## src/rtl/rgb_to_hsl_converter_unit_macros.svh

```systemverilog
// assertion macros for the rgb to hsl converter
// used by the top level only; expects clk and arst_n in scope
`ifndef RGB_TO_HSL_CONVERTER_UNIT_MACROS_SVH
`define RGB_TO_HSL_CONVERTER_UNIT_MACROS_SVH

// same-cycle implication, off during reset
`define RHSL_ASSERT_IMPLY(label, ante, cons) \
	label: assert property (@(posedge clk) disable iff (!arst_n) (ante) |-> (cons)) \
		else $error("rhsl assertion failed");

// next-cycle implication, off during reset
`define RHSL_ASSERT_NEXT(label, ante, cons) \
	label: assert property (@(posedge clk) disable iff (!arst_n) (ante) |=> (cons)) \
		else $error("rhsl assertion failed");

`endif

```

## src/rtl/rhsl_pkg.sv

```systemverilog
// shared types and constants for the rgb to hsl converter
// no dependencies
package rhsl_pkg;

	localparam int ChanW         = 8;
	localparam int FracW         = 16;
	localparam int SatNumW       = 24;
	localparam int HueDenW       = 11;
	localparam int StepsPerStage = 4;
	localparam int DivStages     = SatNumW / StepsPerStage;
	localparam int HueStages     = FracW / StepsPerStage;

	typedef struct packed {
		logic [ChanW-1:0] red;
		logic [ChanW-1:0] green;
		logic [ChanW-1:0] blue;
	} pixel_t;

	typedef struct packed {
		logic [FracW-1:0] hue;
		logic [FracW-1:0] saturation;
		logic [FracW-1:0] lightness;
	} hsl_t;

	typedef struct packed {
		pixel_t           pix;
		logic [ChanW-1:0] mx;
		logic [ChanW-1:0] mn;
	} minmax_t;

	// state of both long divisions as it moves down the pipe
	typedef struct packed {
		logic [SatNumW-1:0] sat_num;
		logic [ChanW-1:0]   sat_den;
		logic [ChanW-1:0]   sat_rem;
		logic [FracW-1:0]   sat_q;
		logic [HueDenW-1:0] hue_den;
		logic [HueDenW-1:0] hue_rem;
		logic [FracW-1:0]   hue_q;
		logic [FracW-1:0]   light;
	} div_t;

endpackage

```

## src/rtl/rgb_to_hsl_converter_unit.sv

```systemverilog
// rgb to hsl converter, top level
// depends on rhsl_pkg, rhsl_minmax, rhsl_prep, rhsl_div_stage and the macros header
//
// usage:
//   pix_valid/pix_ready/pix take one 8-bit rgb pixel per item.
//   hsl_valid/hsl_ready/hsl give hue (turn * 65536, wraps), saturation and
//   lightness (both * 65535), one item out for each item in, in order.
// timing:
//   eight register stages: min/max, operand prep, then six divider stages of
//   four restoring steps each (24 saturation quotient steps, 16 hue steps).
//   throughput is one item per cycle while hsl_ready is high; each stage has
//   its own valid bit, so empty stages fill up even while the output is held.
// reset:
//   arst_n clears all valid bits; the pipe comes out empty and ready.
// stall:
//   when hsl_ready is low the output holds, as does each full stage whose
//   next stage holds; pix_ready drops only once no stage in front of the input can move.
`include "rgb_to_hsl_converter_unit_macros.svh"

module rgb_to_hsl_converter_unit (
	input  logic             clk,
	input  logic             arst_n,
	input  logic             pix_valid,
	output logic             pix_ready,
	input  rhsl_pkg::pixel_t pix,
	output logic             hsl_valid,
	input  logic             hsl_ready,
	output rhsl_pkg::hsl_t   hsl
);

	logic              mm_valid;
	logic              mm_ready;
	rhsl_pkg::minmax_t mm_data;

	logic           dv_valid [rhsl_pkg::DivStages+1];
	logic           dv_ready [rhsl_pkg::DivStages+1];
	rhsl_pkg::div_t dv_data  [rhsl_pkg::DivStages+1];

	rhsl_minmax u_minmax (
		.clk       (clk),
		.arst_n    (arst_n),
		.in_valid  (pix_valid),
		.in_ready  (pix_ready),
		.in_data   (pix),
		.out_valid (mm_valid),
		.out_ready (mm_ready),
		.out_data  (mm_data)
	);

	rhsl_prep u_prep (
		.clk       (clk),
		.arst_n    (arst_n),
		.in_valid  (mm_valid),
		.in_ready  (mm_ready),
		.in_data   (mm_data),
		.out_valid (dv_valid[0]),
		.out_ready (dv_ready[0]),
		.out_data  (dv_data[0])
	);

	for (genvar k = 0; k < rhsl_pkg::DivStages; k++) begin : g_div
		rhsl_div_stage u_div (
			.clk       (clk),
			.arst_n    (arst_n),
			.hue_en    (k < rhsl_pkg::HueStages),
			.in_valid  (dv_valid[k]),
			.in_ready  (dv_ready[k]),
			.in_data   (dv_data[k]),
			.out_valid (dv_valid[k+1]),
			.out_ready (dv_ready[k+1]),
			.out_data  (dv_data[k+1])
		);
	end

	assign hsl_valid                      = dv_valid[rhsl_pkg::DivStages];
	assign dv_ready[rhsl_pkg::DivStages]  = hsl_ready;
	assign hsl.hue        = dv_data[rhsl_pkg::DivStages].hue_q;
	assign hsl.saturation = dv_data[rhsl_pkg::DivStages].sat_q;
	assign hsl.lightness  = dv_data[rhsl_pkg::DivStages].light;

	// any nonzero chroma gives saturation of at least 257, so zero means grey
	`RHSL_ASSERT_IMPLY(a_grey_hue_zero, hsl_valid && hsl.saturation == '0, hsl.hue == '0)
	`RHSL_ASSERT_IMPLY(a_black_sat_zero, hsl_valid && hsl.lightness == '0,
		hsl.saturation == '0)
	// a ready sink lets every stage move, so the input is open
	`RHSL_ASSERT_IMPLY(a_ready_chain, hsl_ready, pix_ready)

endmodule

```

## src/rtl/rhsl_minmax.sv

```systemverilog
// first stage: channel max and min of the pixel
// depends on rhsl_pkg
module rhsl_minmax (
	input  logic             clk,
	input  logic             arst_n,
	input  logic             in_valid,
	output logic             in_ready,
	input  rhsl_pkg::pixel_t in_data,
	output logic             out_valid,
	input  logic             out_ready,
	output rhsl_pkg::minmax_t out_data
);

	logic              valid_s1;
	rhsl_pkg::minmax_t data_s1;
	rhsl_pkg::minmax_t nxt;
	logic [rhsl_pkg::ChanW-1:0] rg_max;
	logic [rhsl_pkg::ChanW-1:0] rg_min;

	always_comb begin
		rg_max = (in_data.red > in_data.green) ? in_data.red : in_data.green;
		rg_min = (in_data.red < in_data.green) ? in_data.red : in_data.green;
		nxt.pix = in_data;
		nxt.mx  = (rg_max > in_data.blue) ? rg_max : in_data.blue;
		nxt.mn  = (rg_min < in_data.blue) ? rg_min : in_data.blue;
	end

	assign in_ready = !valid_s1 || out_ready;

	always_ff @(posedge clk or negedge arst_n) begin
		if (!arst_n) begin
			valid_s1 <= 1'b0;
		end else if (in_ready) begin
			valid_s1 <= in_valid;
		end
	end

	always_ff @(posedge clk) begin
		if (in_ready && in_valid) begin
			data_s1 <= nxt;
		end
	end

	assign out_valid = valid_s1;
	assign out_data  = data_s1;

endmodule

```

## src/rtl/rhsl_prep.sv

```systemverilog
// second stage: lightness, and numerators and divisors for saturation and hue
// depends on rhsl_pkg
module rhsl_prep (
	input  logic              clk,
	input  logic              arst_n,
	input  logic              in_valid,
	output logic              in_ready,
	input  rhsl_pkg::minmax_t in_data,
	output logic              out_valid,
	input  logic              out_ready,
	output rhsl_pkg::div_t    out_data
);

	logic           valid_s2;
	rhsl_pkg::div_t data_s2;
	rhsl_pkg::div_t nxt;

	logic [rhsl_pkg::ChanW:0]     sum;
	logic [rhsl_pkg::ChanW-1:0]   d;
	logic [rhsl_pkg::ChanW-1:0]   xr;
	logic [rhsl_pkg::ChanW-1:0]   xg;
	logic [rhsl_pkg::ChanW-1:0]   xb;
	logic [rhsl_pkg::HueDenW-1:0] dw;
	logic [rhsl_pkg::HueDenW-1:0] den6;
	logic [rhsl_pkg::HueDenW-1:0] num;
	logic [rhsl_pkg::FracW:0]     light_x2;

	always_comb begin
		sum  = {1'b0, in_data.mx} + {1'b0, in_data.mn};
		d    = in_data.mx - in_data.mn;
		xr   = in_data.mx - in_data.pix.red;
		xg   = in_data.mx - in_data.pix.green;
		xb   = in_data.mx - in_data.pix.blue;
		dw   = {3'b000, d};
		den6 = (dw << 2) + (dw << 1);

		// sextant numerator over d, red then green win max ties
		if (in_data.pix.red == in_data.mx) begin
			if (in_data.pix.green == in_data.mn) begin
				num = (dw << 2) + dw + {3'b000, xb};
			end else begin
				num = dw - {3'b000, xg};
			end
		end else if (in_data.pix.green == in_data.mx) begin
			if (in_data.pix.blue == in_data.mn) begin
				num = dw + {3'b000, xr};
			end else begin
				num = (dw << 1) + dw - {3'b000, xb};
			end
		end else begin
			if (in_data.pix.red == in_data.mn) begin
				num = (dw << 1) + dw + {3'b000, xg};
			end else begin
				num = (dw << 2) + dw - {3'b000, xr};
			end
		end

		// sum * 65535 / 510 is sum * 257 / 2
		light_x2  = {sum, 8'h00} + {8'h00, sum};
		nxt.light = light_x2[rhsl_pkg::FracW:1];
		nxt.sat_q = '0;
		nxt.hue_q = '0;
		nxt.sat_rem = '0;

		if (d == '0) begin
			// grey or black: divide zero by one
			nxt.sat_num = '0;
			nxt.sat_den = 8'd1;
			nxt.hue_rem = '0;
			nxt.hue_den = 11'd1;
		end else begin
			nxt.sat_num = {d, 16'h0000} - {16'h0000, d};
			nxt.sat_den = sum[rhsl_pkg::ChanW] ? 8'(10'd510 - {1'b0, sum}) : sum[7:0];
			// a full turn wraps, so only the fraction below one is divided out
			nxt.hue_rem = (num == den6) ? '0 : num;
			nxt.hue_den = den6;
		end
	end

	assign in_ready = !valid_s2 || out_ready;

	always_ff @(posedge clk or negedge arst_n) begin
		if (!arst_n) begin
			valid_s2 <= 1'b0;
		end else if (in_ready) begin
			valid_s2 <= in_valid;
		end
	end

	always_ff @(posedge clk) begin
		if (in_ready && in_valid) begin
			data_s2 <= nxt;
		end
	end

	assign out_valid = valid_s2;
	assign out_data  = data_s2;

endmodule

```

## src/rtl/rhsl_div_stage.sv

```systemverilog
// one divider stage: four restoring steps of the saturation and, with hue_en, hue divisions
// depends on rhsl_pkg
module rhsl_div_stage (
	input  logic           clk,
	input  logic           arst_n,
	input  logic           hue_en,
	input  logic           in_valid,
	output logic           in_ready,
	input  rhsl_pkg::div_t in_data,
	output logic           out_valid,
	input  logic           out_ready,
	output rhsl_pkg::div_t out_data
);

	// _sn: register of whichever divider stage this instance is
	logic           valid_sn;
	rhsl_pkg::div_t data_sn;
	rhsl_pkg::div_t cur;

	always_comb begin
		logic [rhsl_pkg::ChanW:0]   sat_sh;
		logic [rhsl_pkg::HueDenW:0] hue_sh;
		cur = in_data;
		for (int i = 0; i < rhsl_pkg::StepsPerStage; i++) begin
			// saturation: next numerator bit into the remainder
			sat_sh      = {cur.sat_rem, cur.sat_num[rhsl_pkg::SatNumW-1]};
			cur.sat_num = {cur.sat_num[rhsl_pkg::SatNumW-2:0], 1'b0};
			if (sat_sh >= {1'b0, cur.sat_den}) begin
				cur.sat_rem = 8'(sat_sh - {1'b0, cur.sat_den});
				cur.sat_q   = {cur.sat_q[rhsl_pkg::FracW-2:0], 1'b1};
			end else begin
				cur.sat_rem = sat_sh[rhsl_pkg::ChanW-1:0];
				cur.sat_q   = {cur.sat_q[rhsl_pkg::FracW-2:0], 1'b0};
			end
			// hue: fraction bits, zeros shifted in
			if (hue_en) begin
				hue_sh = {cur.hue_rem, 1'b0};
				if (hue_sh >= {1'b0, cur.hue_den}) begin
					cur.hue_rem = 11'(hue_sh - {1'b0, cur.hue_den});
					cur.hue_q   = {cur.hue_q[rhsl_pkg::FracW-2:0], 1'b1};
				end else begin
					cur.hue_rem = hue_sh[rhsl_pkg::HueDenW-1:0];
					cur.hue_q   = {cur.hue_q[rhsl_pkg::FracW-2:0], 1'b0};
				end
			end
		end
	end

	assign in_ready = !valid_sn || out_ready;

	always_ff @(posedge clk or negedge arst_n) begin
		if (!arst_n) begin
			valid_sn <= 1'b0;
		end else if (in_ready) begin
			valid_sn <= in_valid;
		end
	end

	always_ff @(posedge clk) begin
		if (in_ready && in_valid) begin
			data_sn <= cur;
		end
	end

	assign out_valid = valid_sn;
	assign out_data  = data_sn;

endmodule
```

## config.mk

```make
export PLATFORM = sky130hd
export DESIGN_NAME = rgb_to_hsl_converter_unit
export DESIGN_NICKNAME = d
export VERILOG_FILES = /design/src/rtl/rhsl_pkg.sv /design/src/rtl/rgb_to_hsl_converter_unit.sv /design/src/rtl/rhsl_minmax.sv /design/src/rtl/rhsl_prep.sv /design/src/rtl/rhsl_div_stage.sv
export VERILOG_INCLUDE_DIRS = /design/src /design/src/rtl
export SDC_FILE = /design/constraint.sdc
export NUM_CORES = 2
export LEC_CHECK = 0
export ABC_AREA = 1
export BUFFER_PORTS_ARGS = -buffer_cell sky130_fd_sc_hd__buf_2
export CAP_MARGIN = 20
export CORE_MARGIN = 10
export CORE_UTILIZATION = 40
export DETAILED_ROUTE_END_ITERATION = 8
export HOLD_SLACK_MARGIN = 0.03
export SLEW_MARGIN = 10
export SYNTH_ARGS = -nofsm -noshare
export SYNTH_HDL_FRONTEND = slang
export SYNTH_HIERARCHICAL = 1
export SYNTH_SLANG_ARGS = --single-unit
```

## constraint.sdc

```tcl
create_clock -name clk -period 7.4 [get_ports clk]
set_input_delay 0.37 -clock clk [delete_from_list [all_inputs] [get_ports clk]]
set_output_delay 0.37 -clock clk [all_outputs]
set_load 0.1 [all_outputs]
```

Yosys cells after proc, flatten, opt, wreduce, memory -nomap -nowiden
Index checks and enable logic that the tools add are counted.

word-level totals
  flip-flop bits (word level) = 604
  input bits = 28
  output and inout port bits = 50
  word-level logic and storage cells = 241

cells by class
  add/sub/neg operators = 55
  $lt $le $gt $ge = 44
  equality and inequality tests = 6
  multiplexer cells = 50
  reduce and logical (&&, ||, !) cells = 26

operator list
  cell                                          number
  2-to-1 mux 24 bit                             23
  2-to-1 mux 27 bit                             15
  subtractor 8 bit                              26
  greater-or-equal comparator 9 x 8 -> 1 bit    23
  greater-or-equal comparator 12 x 11 -> 1 bit  16
  subtractor 11 bit                             15
  2-to-1 mux 11 bit                             5
  equality test 8 bit                           5
  2-to-1 mux 8 bit                              5
  subtractor 24 x 8 -> 24 bit                   1
  adder 11 x 8 -> 11 bit                        2
  subtractor 11 x 8 -> 11 bit                   2
  adder 8 x 8 -> 9 bit                          2
  adder 17 x 9 -> 17 bit                        1
  greater-than comparator 8 bit                 2
  < comparator 8 bit                            2
  adder 10 x 8 -> 11 bit                        1
  adder 10 x 9 -> 11 bit                        1
  equality test 11 bit                          1
  adder 9 x 8 -> 10 bit                         1
  subtractor 8 x 8 -> 9 bit                     1
  greater-or-equal comparator 1 x 8 -> 1 bit    1
  logical AND 1 bit                             8
  logical NOT 1 bit                             8
  other kinds (6)                               14

Logic depth before layout (Yosys ltp)
  depth after elaboration = 10
  gate-level depth with buffers = 62
  gate-level depth less buffers = 60

Modules after synthesis
Netlist, hierarchy kept.

by module, submodules not included
  module                                instances  cells each  area each (um2)  seq. area each (um2)
  rhsl_div_stage at g_div[2].u_div ...  3          959         8,125.3          3,208.1
  rhsl_div_stage at g_div[0].u_div ...  2          947         8,091.5          3,208.1
  rhsl_prep                             1          1,201       8,612.0          2,037.0
  rhsl_div_stage at g_div[1].u_div      1          948         8,135.3          3,208.1
  rhsl_minmax                           1          219         2,205.9          1,226.2
  rgb_to_hsl_converter_unit             1          2           7.5              0.0

Least setup slack after synthesis
No wires, ideal clock.

  path type = reg2reg
  start point = register g_div[2].u_div.data_sn (netlist bit g_div[2].u_div/out_data[79])
  end point = register g_div[3].u_div.data_sn (netlist bit g_div[3].u_div/out_data[71]), data pin
  setup time = 0.131 ns
  data arrival time = 7.374 ns
  required time = 7.269 ns
  path slack = -0.105 ns
  stages on the path, launching flop included = 50
  buffers on the path = 1
  clock period less this slack = 7.505 ns
  cell sequence = edfxtp_1 inv_1 ha_1 inv_1 or4_1 nand3_1 inv_1 nand2_2 mux2_2 ha_1 a21oi_1 o21ai_2 a21oi_1 o21bai_2 nand2_1 nand2_1 a21oi_2 nor2_1 [14 not listed] nand3b_1 inv_1 nand3_4 o21ai_0 ha_1 nand3_1 nand2_1 a21oi_1 inv_1 a21oi_1 nor2_1 nor2_1 o21bai_1 a211oi_1 nand2_1 nor2_4 nand2_1 nand2_1

RTL lines
  element                 RTL line              source
  start, declared         rhsl_div_stage.sv:17  rhsl_pkg::div_t data_sn;
  start signal, assigned  rhsl_div_stage.sv:61  data_sn <= cur;
  end signal, assigned    rhsl_div_stage.sv:61
  end, declared           rhsl_div_stage.sv:17

==> metrics <==
Cells after Synth=roughly 6,800; Final Skew=0.0792 ns; Vias/cell=between 5 and 6; routability cong.=between 0.9 and 1; Min Hold Slack=0.134 ns; mapped cell area=between 50,000 and 60,000 um2; share of layout cells above drive strength 1=about 29%; drt first pass iters=6; PnR worst setup slack=just over 0.009 ns; Total GRT Usage=roughly 20%; dpl cells=between 9,000 and 10,000; Die Area=150,000 um2; Final ANT Viol Nets=0; DR vias=a little under 50,000; crit path kind=flop to flop; Critical Path Start Type=flop; setup violators final=0; die width=between 300 and 400 um; RSZ-0062 raised after global routing=true; DP Wirelength=approximately 120,000 um; DRC Markers=0; setup slack, reg-to-reg=roughly 0.0093 ns; htree depth=3; Storage cell area=17,900 um2; Mapped Avg Cell Area=between 7 and 8 um2; fin crit share=about 100%; CTS Root Cell=clkbuf_16; critical path's most frequent cell=a21oi_2; Max clock buf depth=3; Worst-Skew Late Latency=between 0.7 and 0.8 ns; Max Cap Viol=0; Core Rows=134; Hold Path Class=input pin to asynchronous set/reset pin; Layout area overhead=31.3%; Max Fanout on Critical Path=8; Crit path max-delay family=compound AO/OA/AOI/OAI gates; post-DR wirelength/cell=between 15 and 20 um; layout net count=8,643; Die H=about 390 um; setup TNS=0 ns; Rel. slew slack=between 20% and 30%; Fin. Hold Viols=0; CTS tree=built; final cell count without fillers=around 9,800; Ys Warns=6; Critical Path RT=around 7.8 ns; status=complete, no violations; critical path arrival=roughly 7.8 ns; Slowest cell on crit path=edfxtp_1; dpl ws=-0.711 ns; Starting Density=between 40% and 50%; measured slew at the worst slew-check pin=between 1 and 1.5 ns; Fillers=between 10,000 and 15,000; clock-pin transition on the worst setup and hold timing paths=around 0.06 ns; multi-input logic area=around 35,000 um2; Core ar.=about 130,000 um2; f_max=0.135 GHz; largest net degree at the start of global routing=56; 1st-iter DRT viols=around 3,400; crit path time final=between 7 and 8 ns; # port buffers=77; CTS buffer count=72; global route overflow=0; number of global-route vias before repair=46,400; initial antenna violation count=2; CP max stage delay=0.37 ns; Critical path buffers and inverters=7; Setup crit end kind=flop; first-pass GRT wire length=about 250,000 um; final wirelength=162,000 um; io pins=a little under 80; CTS Sinks=slightly below 600; pins over their slew limit=0
==> registers in the layout, summed over array words and instances (netlist names) <==
register	count
u_prep/out_data	67
u_minmax/out_valid	1
g_div.u_div/out_data	482
u_minmax/out_data	40
u_prep/out_valid	1
g_div.u_div/out_valid	6
==> through the flow <==
step	instance area [um2]	utilization [%]
6_report	70900	53.0
5_1_grt	70900	53.0
3_5_place_dp	62100	46.4
4_1_cts	65600	49.0
2_1_floorplan	54200	-
3_3_place_gp	62100	46.4
==> path summary, 6_finish.rpt <==
kind	from	endpoint	cells after the start
setup / recovery	u_prep/out_data[81]	g_div[0].u_div/out_data[77]	53
hold / removal	arst_n	g_div[5].u_div/out_valid	2
setup reg to reg	u_prep/out_data[81]	g_div[0].u_div/out_data[77]	53
hold reg to reg	g_div[2].u_div/out_data[105]	g_div[3].u_div/out_data[109]	0
max in group asynchronous	arst_n	u_prep/out_valid	2
min in group clk	g_div[2].u_div/out_data[105]	g_div[3].u_div/out_data[109]	0
==> metal layers <==
layer / wire length (um) / GRT usage [%]
met1: 73800 / 27.5
met2: 76200 / 33.4
met3: 8020 / 2.51
met4: 4140 / 5.25
met5: 13 / 0
==> final cells by class <==
type | count | share of cell area (%)
timing repair buffer | 1146 | 12.2
clock buffer | 85 | 2.64
clock inverter | 47 | 0.853
tap | 1768 | 3.12
antenna | 1 | 0.00353
sequential | 597 | 25.2
inverter | 1122 | 6.01
multi-input combinational | 5040 | 49.9
==> cells in the final DEF (no fill, tap or decap), types with 46 or more instances in the layout <==
master and n:
a21oi_1 346, a21oi_2 155, buf_2 77, buf_4 994
buf_6 46, clkbuf_16 73, conb_1 50, edfxtp_1 589
fa_1 53, ha_1 454, ha_4 118, inv_1 965
inv_2 131, nand2_1 1380, nand2_2 210, nand2_4 60
nand3_1 273, nand3_2 84, nand4_1 103, nor2_1 402
nor2_2 59, o21ai_0 269, o21ai_1 88, o21ai_2 71
xnor2_1 86, xor2_1 256
==> timing repair <==
| action | CTS | global route |
|---|---|---|
| endpoints found under the hold margin | 42 | 0 |
| pin swaps | 40 | 428 |
| setup buffers | 31 | 205 |
| hold buffers | 27 | 0 |
| cloned | 5 | 3 |
| endpoints found under the setup margin | 91 | 92 |
| gates resized for setup | 109 | 898 |
Power is left out: the tool's default activity adds up to more than one toggle a clock period on the data nets, which glitch-free logic cannot reach.
